File: src/cfpq_pkg.sv
// shared types and constants of the class filtered priority queue
package cfpq_pkg;

  localparam int DEPTH = 16;
  localparam int CNT_W = $clog2(DEPTH + 1);
  localparam int CAP_W = 5;
  localparam int LIM_W = (CNT_W > CAP_W) ? CNT_W : CAP_W;
  localparam logic [CAP_W-1:0] CAP_RESET = CAP_W'(16);

  typedef enum logic {
    OP_PUSH = 1'b0,
    OP_POP  = 1'b1
  } opcode_t;

  typedef enum logic [1:0] {
    ST_PUSHED = 2'd0,
    ST_FULL   = 2'd1,
    ST_POPPED = 2'd2,
    ST_MISS   = 2'd3
  } status_t;

  typedef struct packed {
    logic [7:0] cls;
    logic [2:0] typ;
    logic [7:0] dur;
  } entry_t;

  typedef struct packed {
    logic push_en;
    logic pop_en;
  } cell_ctrl_t;

endpackage

File: src/cfpq_cell.sv
// one slot of the sorted queue, shifting toward either neighbor
module cfpq_cell
  import cfpq_pkg::*;
(
  input  logic       clk,
  input  cell_ctrl_t ctrl,
  input  entry_t     new_entry,
  input  entry_t     prev_entry,
  input  entry_t     next_entry,
  input  logic       occ,
  input  logic       prev_le,
  input  logic       hit_in,
  output entry_t     entry,
  output logic       le,
  output logic       hit_out,
  output logic       first
);

  logic match;

  assign le      = !occ || (entry.typ <= new_entry.typ);
  assign match   = occ && (entry.cls == new_entry.cls);
  assign hit_out = hit_in || match;
  assign first   = match && !hit_in;

  always_ff @(posedge clk) begin
    if (ctrl.push_en) begin
      if (prev_le) begin
        entry <= prev_entry;
      end else if (le) begin
        entry <= new_entry;
      end
    end else if (ctrl.pop_en && hit_out) begin
      entry <= next_entry;
    end
  end

endmodule

File: src/class_filtered_priority_queue_top.sv
// top level: row of queue cells, count, capacity register and result register
// a result is shown in the cycle after its transaction is accepted
// throughput: one transaction per cycle while out_ready is high, with the
// compare across the cell row done combinationally and the shift on the accepting edge
// reset: synchronous, clears the count, result valid and sets capacity to 16
module class_filtered_priority_queue_top
  import cfpq_pkg::*;
(
  input  logic             clk,
  input  logic             rst,
  input  logic             cfg_we,
  input  logic [CAP_W-1:0] cfg_wdata,
  input  logic             in_valid,
  output logic             in_ready,
  input  logic             opcode,
  input  logic [7:0]       req_class,
  input  logic [2:0]       req_type,
  input  logic [7:0]       duration,
  output logic             out_valid,
  input  logic             out_ready,
  output logic [1:0]       status,
  output logic [7:0]       out_class,
  output logic [2:0]       out_type,
  output logic [7:0]       out_duration,
  output logic [4:0]       occupancy
);

  logic [CAP_W-1:0] capacity;
  logic [CNT_W-1:0] cnt;
  logic [CNT_W-1:0] cnt_next;
  logic [LIM_W-1:0] cnt_ext;

  entry_t     new_entry;
  entry_t     entries [DEPTH];
  entry_t     popped;
  cell_ctrl_t ctrl;
  logic [DEPTH-1:0] le;
  logic [DEPTH-1:0] first;
  logic [DEPTH-1:0] occ;
  logic [DEPTH:0]   hit;
  logic accept;
  logic full;
  logic found;
  status_t status_next;

  assign accept    = in_valid && in_ready;
  assign in_ready  = !out_valid || out_ready;
  assign new_entry = '{cls: req_class, typ: req_type, dur: duration};
  assign cnt_ext   = LIM_W'(cnt);
  assign full      = (cnt_ext >= LIM_W'(capacity)) || (cnt == CNT_W'(DEPTH));
  assign found     = hit[DEPTH];
  assign hit[0]    = 1'b0;

  assign ctrl.push_en = accept && (opcode == OP_PUSH) && !full;
  assign ctrl.pop_en  = accept && (opcode == OP_POP) && found;

  genvar i;
  generate
    for (i = 0; i < DEPTH; i++) begin : g_cell
      entry_t prev_e;
      entry_t next_e;
      logic   prev_l;
      assign occ[i] = LIM_W'(i) < cnt_ext;
      if (i == 0) begin : g_head
        assign prev_e = '0;
        assign prev_l = 1'b0;
      end else begin : g_body
        assign prev_e = entries[i-1];
        assign prev_l = le[i-1];
      end
      if (i == DEPTH - 1) begin : g_tail
        assign next_e = '0;
      end else begin : g_mid
        assign next_e = entries[i+1];
      end
      cfpq_cell u_cell (
        .clk        (clk),
        .ctrl       (ctrl),
        .new_entry  (new_entry),
        .prev_entry (prev_e),
        .next_entry (next_e),
        .occ        (occ[i]),
        .prev_le    (prev_l),
        .hit_in     (hit[i]),
        .entry      (entries[i]),
        .le         (le[i]),
        .hit_out    (hit[i+1]),
        .first      (first[i])
      );
    end
  endgenerate

  always_comb begin
    popped = '0;
    for (int k = 0; k < DEPTH; k++) begin
      if (first[k]) begin
        popped = popped | entries[k];
      end
    end
  end

  always_comb begin
    cnt_next = cnt;
    if (ctrl.push_en) begin
      cnt_next = cnt + CNT_W'(1);
    end else if (ctrl.pop_en) begin
      cnt_next = cnt - CNT_W'(1);
    end
  end

  always_comb begin
    if (opcode == OP_PUSH) begin
      status_next = full ? ST_FULL : ST_PUSHED;
    end else begin
      status_next = found ? ST_POPPED : ST_MISS;
    end
  end

  always_ff @(posedge clk) begin
    if (rst) begin
      capacity  <= CAP_RESET;
      cnt       <= '0;
      out_valid <= 1'b0;
    end else begin
      if (cfg_we) begin
        capacity <= cfg_wdata;
      end
      cnt <= cnt_next;
      if (accept) begin
        out_valid <= 1'b1;
      end else if (out_ready) begin
        out_valid <= 1'b0;
      end
    end
  end

  always_ff @(posedge clk) begin
    if (accept) begin
      status    <= status_next;
      occupancy <= 5'(LIM_W'(cnt_next));
      if (ctrl.pop_en) begin
        out_class    <= popped.cls;
        out_type     <= popped.typ;
        out_duration <= popped.dur;
      end else begin
        out_class    <= '0;
        out_type     <= '0;
        out_duration <= '0;
      end
    end
  end

endmodule

File: config.mk
export PLATFORM = sky130hd
export DESIGN_NAME = class_filtered_priority_queue_top
export DESIGN_NICKNAME = d
export VERILOG_FILES = /design/src/cfpq_pkg.sv /design/src/cfpq_cell.sv /design/src/class_filtered_priority_queue_top.sv
export SDC_FILE = /design/constraint.sdc
export NUM_CORES = 1
export LEC_CHECK = 0
export BUFFER_PORTS_ARGS = -buffer_cell sky130_fd_sc_hd__buf_2
export CAP_MARGIN = 20
export CORE_ASPECT_RATIO = 1.2
export CORE_MARGIN = 10
export CORE_UTILIZATION = 55
export CTS_BUF_LIST = sky130_fd_sc_hd__clkbuf_2 sky130_fd_sc_hd__clkbuf_4 sky130_fd_sc_hd__clkbuf_8
export DETAILED_ROUTE_END_ITERATION = 8
export MAX_ROUTING_LAYER = met4
export PLACE_DENSITY = 0.76
export SLEW_MARGIN = 25
export SYNTH_ARGS = -nofsm -noshare
export SYNTH_HDL_FRONTEND = slang
export SYNTH_SLANG_ARGS = --single-unit
File: constraint.sdc
create_clock -name clk -period 6.3 [get_ports clk]
set_input_delay 0.315 -clock clk [delete_from_list [all_inputs] [get_ports clk]]
set_output_delay 0.315 -clock clk [all_outputs]
set_load 0.05 [all_outputs]
==> results of run 1 <==
-- power by group --
part / internal [mW] / switching (mW)
sequential: 2.66 / 0.144
combinational: 0.232 / 0.466
clock: 1.01 / 0.982
total: 3.90 / 1.59
-- cell families (layout without fill, tap and decap cells) --
logic type      after synthesis  in the layout  share of synthesized area
compound gates              556            556                      0.160
xor+xnor                    130            130                     0.0515
fa+ha+maj                    57             57                     0.0318
buf+inv                     248            283                     0.0496
flops                       341            341                      0.452
mux                         291            291                      0.130
other cells                   0              3                          0
simple gates                632            632                      0.125
-- flip-flops by register name, summed over array words and instances, names as in the netlist --
name	flops
g_cell.u_cell.entry	304
out_class	8
out_duration	8
capacity	5
cnt	5
occupancy	5
out_type	3
status	2
out_valid	1
-- metrics by stage --
| step | hold WS [ns] | setup slack, ns |
|---|---|---|
| after global routing | 0.0916 | 1.48 |
| after floorplan | 0.414 | 2.09 |
| after CTS | 0.0115 | 1.42 |
| after detailed placement | 0.495 | 1.42 |
| after global placement | 0.480 | 1.65 |
| final | 0.0695 | 1.60 |
-- timing repair --
action	CTS	global route
hold buffers	19	0
endpoints found under the hold margin	9	0
gates resized for setup	0	0
-- per-layer routing --
| layer | vias up | GRT usage | part of all wire |
|---|---|---|---|
| li1 | 8285 | - | - |
| met3 | 226 | 0.0600 | 0.10 |
| met2 | 1102 | 0.459 | 0.45 |
| met1 | 8932 | 0.387 | 0.40 |
| met4 | 0 | 0.136 | 0.046 |
| met5 | - | - | 0 |
-- tightest hold or removal path, cell delays in order --
cell and delay, ns:
sky130_fd_sc_hd__buf_2 0.19, sky130_fd_sc_hd__nand2_1 0.07, sky130_fd_sc_hd__nand2_1 0.06
-- worst max-delay path by stage --
stage | start | to | slack [ns] | cells after the start
floorplan | out_valid | g_cell[0].u_cell.entry[0] | 2.09 | 9
detailed placement | cnt[1] | g_cell[7].u_cell.entry[2] | 1.42 | 9
CTS | cnt[1] | g_cell[7].u_cell.entry[9] | 1.42 | 9
global route | cnt[1] | g_cell[9].u_cell.entry[5] | 1.48 | 9
global placement | req_class[6] | g_cell[11].u_cell.entry[5] | 1.65 | 11
finish | cnt[1] | g_cell[7].u_cell.entry[9] | 1.60 | 9
-- final cells by class --
class                   instances  area (sq um)
diodes                          3          7.51
clock buffers                  78           973
clock inverters                32           158
fillers                      3388         15500
inverters                      50           188
multi-input cells            1666         11500
flip-flops and latches        341         10100
well taps                     533           667
repair buffers                123           853
-- synth_stat cells (all sizes together) (26+ instances only) --
cell    number
ha          57
buf         56
xor2        60
nand4       26
a21oi       43
inv         50
clkbuf     142
nand3       31
nor2        96
a22o        31
o21ai      290
edfxtp     330
nand2      392
xnor2       70
mux2i      289
==> parameters.txt, run 1 <==
Parameter                              Value

Detailed routing
  Total number of vias    18,500
  Number of iterations in the first detailed-routing pass    8
  Routed wire length    73,900 um
  Starting DRC count in detailed routing    2,438
  Post-detailed-route via-to-cell ratio    6.56
  Average wire length per cell after detail routing    26.1 um
  Final ANT Viol Nets    0
  DRC violations left    0

Placed design
  HPWL Detailed    51,300 um
  Cell Count Post-Placement    2,694
  Final RePlAce weighted congestion    1.03
  Number of buffers added on ports    57
  Instance area at placement    23,200 sq um

Synth
  FF+latch count, synth    341
  EDFF count, synth    330
  Post-synthesis cell area    22,400 sq um
  Ys Warns    0
  Fraction of the yosys area taken by sequential cells    0.452
  Fraction of registers with async set or reset after synthesis    0
  Cell count after synthesis    2,255
  Cell type contributing the most total cell area after synthesis    sky130_fd_sc_hd__edfxtp_1
  Primary FF master, synth    sky130_fd_sc_hd__edfxtp_1
  Yosys top cell area share    0.442
  Post-synth net total    2,342
  Per-instance average area after synthesis    9.94 sq um
  Ranking of synthesized cells by area    sky130_fd_sc_hd__edfxtp_1 44%, sky130_fd_sc_hd__mux2i_1 13%, sky130_fd_sc_hd__nand2_1 6.6%, sky130_fd_sc_hd__o21ai_0 6.4%, sky130_fd_sc_hd__ha_1 3.2%
  Count of cell types in the netlist    76

Finish
  Leading cell type in the layout, fill and taps excluded    sky130_fd_sc_hd__nand2_1
  Layout Area Growth over Synthesis    9.43%
  Final cell count without fillers    2,826
  Top library cells by usage in the layout, fill and taps aside    390 x sky130_fd_sc_hd__nand2_1, 330 x sky130_fd_sc_hd__edfxtp_1, 289 x sky130_fd_sc_hd__mux2i_1
  Fraction of final layout cells sized beyond drive strength 1    0.116
  # nets final    2,328
  Post-route cell area    24,500 sq um
  Share of the core filled with cells in the final layout    0.612

Floorplanning
  Die Footprint    49,300 sq um
  Number of rows in the core area    80
  I/O pin count    58
  Starting Density    0.560
  Die height    241 um
  Core Area    40,000 sq um
  Overall die width    204 um

Setup path
  FF-to-FF setup slack    1.60 ns
  Data arrival, critical path    5.01 ns
  CP max stage delay    0.61 ns
  Sort of element at the start of the critical path    flip-flop
  Slowest-stage cell, CP    sky130_fd_sc_hd__nand3_2
  Cells traversed along the worst timing path    inv_1 -> ha_1 -> o21ai_0 -> nand3_2 -> nand4_4 -> or3_1 -> o31a_1 -> a21oi_1 -> a31oi_4
  Path depth of the worst reg2reg path    9
  Worst Setup End Kind    flip-flop
  Max FO, Critical Path    19
  Required time worst endpoint    6.60 ns
  Crit Path Category    flip-flop to flip-flop
  Reg-to-Reg Start    cnt[1]
  CP Buf/Inv Count    1
  Family with the most delay on the worst path    compound AO/OA/AOI/OAI gates
  Capturing point of the worst reg2reg path    g_cell[7].u_cell.entry[9]

Timing
  Slew headroom    0.262
  Endpoints failing setup    0
  Max-slew violation count    0
  Final worst-path cycle share    0.746
  Hold violation count in the final report    0
  Setup Skew    0.0296 ns
  Slew at the pin closest to its max-slew limit    1.10 ns
  Setup TNS    0 ns
  Setup repair after global routing missed its margin    no
  Time the final worst path needs with I/O delays and setup    4.70 ns
  Achievable clock frequency    213 MHz

Global route
  Initial antenna violation count    3
  First-pass GRT wire length    111,000 um
  Overall overflow remaining after global route    0
  Total global-route track usage    0.303
  Via count of the first global-routing pass    17,700
  Pin count of the biggest net entering global routing    229

Clock network
  Number of clock sinks    341
  TritonCTS buffer count    59
  Buffer depth of the longest clock path    3
  Clock tree from TritonCTS    built
  Post-CTS setup buffers    0
  Clock input transition at the sequential cells of the worst setup and hold paths    0.07 ns
  Clock latency on the worst-skew pair    0.69 ns
  Root buffer cell    sky130_fd_sc_hd__clkbuf_8
  CTS HTree Levels    2

Hold path
  Origin of the worst min-delay path    req_class[1]
  Path category of the worst min-delay check    input port to flip-flop
  Cell depth of the worst min-delay path    3
  End point of the worst hold path    g_cell[0].u_cell.entry[12]

Flow run
  Max-cap check violation count    0

Power and ir drop
  Maximum vdd ir drop    180 uV
  Total chip power    5.50 mW
  Lkg Pwr    8.62 nW
  Power density over the cells    224 nW/um^2

Outcome
  Status    finished, final reports clean
Power figures use the tool's default switching activity.
==> inputs of run 2 (changes only) <==
==> constraint.sdc (replaced) <==
create_clock -name clk -period 4.8 [get_ports clk]
set_input_delay 0.24 -clock clk [delete_from_list [all_inputs] [get_ports clk]]
set_output_delay 0.24 -clock clk [all_outputs]
set_load 0.05 [all_outputs]
==> run 2 against run 1 <==
  * Via count down 0.60%
  * Clock power up 38%
  * Sequential power up 31%
  * Sequential share of layout area down 0.41 points
  * Final area up 1.0%
  * Clock skew up 0.027 ns
  * Fmax up 5.1%
  * Hold slack worse by 0.022 ns
  * Total power up 34%
  * Clock-buffer cell count up 10
  * Critical endpoint is now out_duration[3]
  * Largest power group unchanged
==> parameters.txt, run 2 (same netlist as run 1, synthesis figures left out) <==
Parameter                              Value

Setup path
  FF-to-FF setup slack    0.33 ns (-1.27 ns)
  Crit Path Category    flip-flop to flip-flop
  CP Depth    9 (unchanged)
  Family with the most delay on the worst path    simple AND/OR/NAND/NOR gates
  Worst Setup End Kind    flip-flop
  Sort of element at the start of the critical path    flip-flop
  Max FO, Critical Path    13 (-6)
  CP max stage delay    0.93 ns (+0.32 ns)
  CP Buf/Inv Count    1 (unchanged)
  Slowest-stage cell, CP    sky130_fd_sc_hd__nor4_2
  Path depth of the worst reg2reg path    9 (unchanged)
  Cells traversed along the worst timing path    or2_1 -> a21oi_1 -> nor4_2 -> or2_2 -> or3_1 -> buf_4 -> nor2_1 -> a2111oi_0 -> a31oi_1
  Data arrival, critical path    4.80 ns (-0.21 ns)
  Required time worst endpoint    5.13 ns (-1.47 ns)

Global route
  Total global-route track usage    0.297 (-0.00551)
  Pin count of the biggest net entering global routing    216 (-5.7%)
  First-pass GRT wire length    110,000 um (-0.78%)
  Via count of the first global-routing pass    17,900 (+0.88%)
  Overall overflow remaining after global route    0 (unchanged)
  Initial antenna violation count    2 (-1)

Clock network
  Root buffer cell    sky130_fd_sc_hd__clkbuf_8
  TritonCTS buffer count    57 (-3.4%)
  Clock latency on the worst-skew pair    0.70 ns (about the same)
  CTS HTree Levels    2 (unchanged)
  Buffer depth of the longest clock path    3 (unchanged)
  Quantity of gates resized following cts    0 (unchanged)
  Clock input transition at the sequential cells of the worst setup and hold paths    0.06 ns (about the same)
  Clock tree from TritonCTS    built
  Number of clock sinks    341 (unchanged)

Detailed routing
  Number of iterations in the first detailed-routing pass    6 (-2)
  Routed wire length    72,300 um (-2.1%)
  Final ANT Viol Nets    0 (unchanged)
  Average wire length per cell after detail routing    25.4 um (-2.9%)
  Total number of vias    18,400 (-0.60%)
  Starting DRC count in detailed routing    2,538 (+4.1%)
  DRC violations left    0 (unchanged)
  Post-detailed-route via-to-cell ratio    6.47 (-1.4%)

Power and ir drop
  Total chip power    7.34 mW (+34%)
  Lkg Pwr    8.80 nW (+2.0%)
  Sequential share of power    0.500 (-0.010)
  Internal power of the cells    5.27 mW (+35%)
  Fraction of power spent switching nets    0.282 (-0.00785)
  Maximum vdd ir drop    252 uV (+39%)
  Logic gate share of total power    0.125 (-0.002)
  Switching component of the power    2.07 mW (+30%)
  Clock share of power    0.374 (+0.011)
  Power density over the cells    296 nW/um^2 (+32%)

Floorplanning
  I/O pin count    58 (unchanged)
  Number of rows in the core area    80 (unchanged)
  Core Area    40,000 sq um (unchanged)
  Die height    241 um (unchanged)
  Starting Density    0.560 (unchanged)
  Overall die width    204 um (unchanged)
  Die Footprint    49,300 sq um (unchanged)

Outcome
  Status    finished, final reports clean

Timing
  Time the final worst path needs with I/O delays and setup    4.47 ns (-0.229 ns)
  Slew at the pin closest to its max-slew limit    1.09 ns (-0.0114 ns)
  Max-slew violation count    0 (unchanged)
  Endpoints failing setup    0 (unchanged)
  Setup TNS    0 ns (unchanged)
  Slew headroom    0.254 (-0.00808)
  Achievable clock frequency    224 MHz (+5.1%)
  Final worst-path cycle share    0.932 (+0.185)
  Hold violation count in the final report    0 (unchanged)
  Setup Skew    0.0564 ns (+0.0267 ns)
  Final WS setup    0.328 ns (-1.27 ns)
  Setup repair after global routing missed its margin    no
  Min Hold Slack    0.0479 ns (-0.0217 ns)

Finish
  Largest regs    g_cell.u_cell.entry x304, out_class x8, out_duration x8
  Filler cell count in the final layout    3,314 (-2.2%)
  Final cell count without fillers    2,848 (+0.78%)
  Leading cell type in the layout, fill and taps excluded    sky130_fd_sc_hd__nand2_1
  Top library cells by usage in the layout, fill and taps aside    392 x sky130_fd_sc_hd__nand2_1, 330 x sky130_fd_sc_hd__edfxtp_1, 289 x sky130_fd_sc_hd__mux2i_1
  Number of flip-flops in the largest register    304 (unchanged)
  Fraction of final layout cells sized beyond drive strength 1    0.127 (+0.0106)
  Share of the core filled with cells in the final layout    0.619 (+0.00609)
  Post-route cell area    24,800 sq um (+1.0%)
  Most flops, register    g_cell.u_cell.entry
  # nets final    2,353 (+1.1%)
  Layout Area Growth over Synthesis    10.5%

Placed design
  HPWL Detailed    51,500 um (+0.52%)
  Number of buffers added on ports    57 (unchanged)
  Instance area at placement    23,400 sq um (+0.89%)
  Final RePlAce weighted congestion    1.02 (-1.0%)
  Cell Count Post-Placement    2,721 (+1.0%)
  Worst setup slack after placement    0.481 ns (-0.942 ns)

Hold path
  Path category of the worst min-delay check    input port to flip-flop
  Cell depth of the worst min-delay path    3 (unchanged)

Flow run
  Max-cap check violation count    0 (unchanged)
[run 2: cell count changes in the layout (fill, tap and decap cells not counted), sizes merged]
cell / previous run / this run
clkinvlp: 1 / 0
inv: 52 / 51
buf: 104 / 131
clkinv: 29 / 15
clkbuf: 78 / 88
bufinv: 0 / 1
[run 2: worst paths after layout]
check / start / to
setup / recovery: cnt[1] / out_duration[3]
hold / removal: req_class[2] / g_cell[0].u_cell.entry[13]
setup reg to reg: cnt[1] / out_duration[3]
hold reg to reg: g_cell[15].u_cell.entry[0] / g_cell[14].u_cell.entry[0]
[run 2: power by group through the flow]
stage,logic (mW),clock network [mW],registers [mW]
6_report,0.920,2.75,3.67
5_1_grt,1.01,2.90,3.68
4_1_cts,0.906,2.76,3.66
3_5_place_dp,0.891,0,3.72
3_3_place_gp,0.857,0,3.72
2_1_floorplan,0.593,0,3.69
[run 2: cell type report]
class | instances | area [sq um] | share of cell area
well taps | 533 | 667 | 0.0269
repair buffers | 150 | 1080 | 0.0436
flip-flops and latches | 341 | 10100 | 0.409
inverters | 50 | 188 | 0.00758
multi-input cells | 1666 | 11500 | 0.465
diodes | 3 | 7.51 | 0.000303
clock buffers | 88 | 1070 | 0.0431
clock inverters | 17 | 114 | 0.00460
[run 2: metal layers]
layer  up-vias  wire length (um)  share of wire  global-route usage
met5         -                 0              0                   -
met4         0              3140          0.043               0.122
met3       206              7700           0.11              0.0741
met2      1079             33300           0.46               0.456
met1      8814             28200           0.39               0.370
li1       8334                 -              -                   -
[run 2: worst register-to-register path: cells and delay by family, from the launching register on]
family,cells,cell delay [ns]
flip-flops,1,0.59
buffers and inverters,1,0.24
AND/OR/NAND/NOR,5,1.92
AO/OA/AOI/OAI,3,1.39
[run 2: what timing repair did]
action / in CTS / in global routing
setup buffers: 0 / 0
endpoints found under the hold margin: 10 / 0
hold buffers: 19 / 0
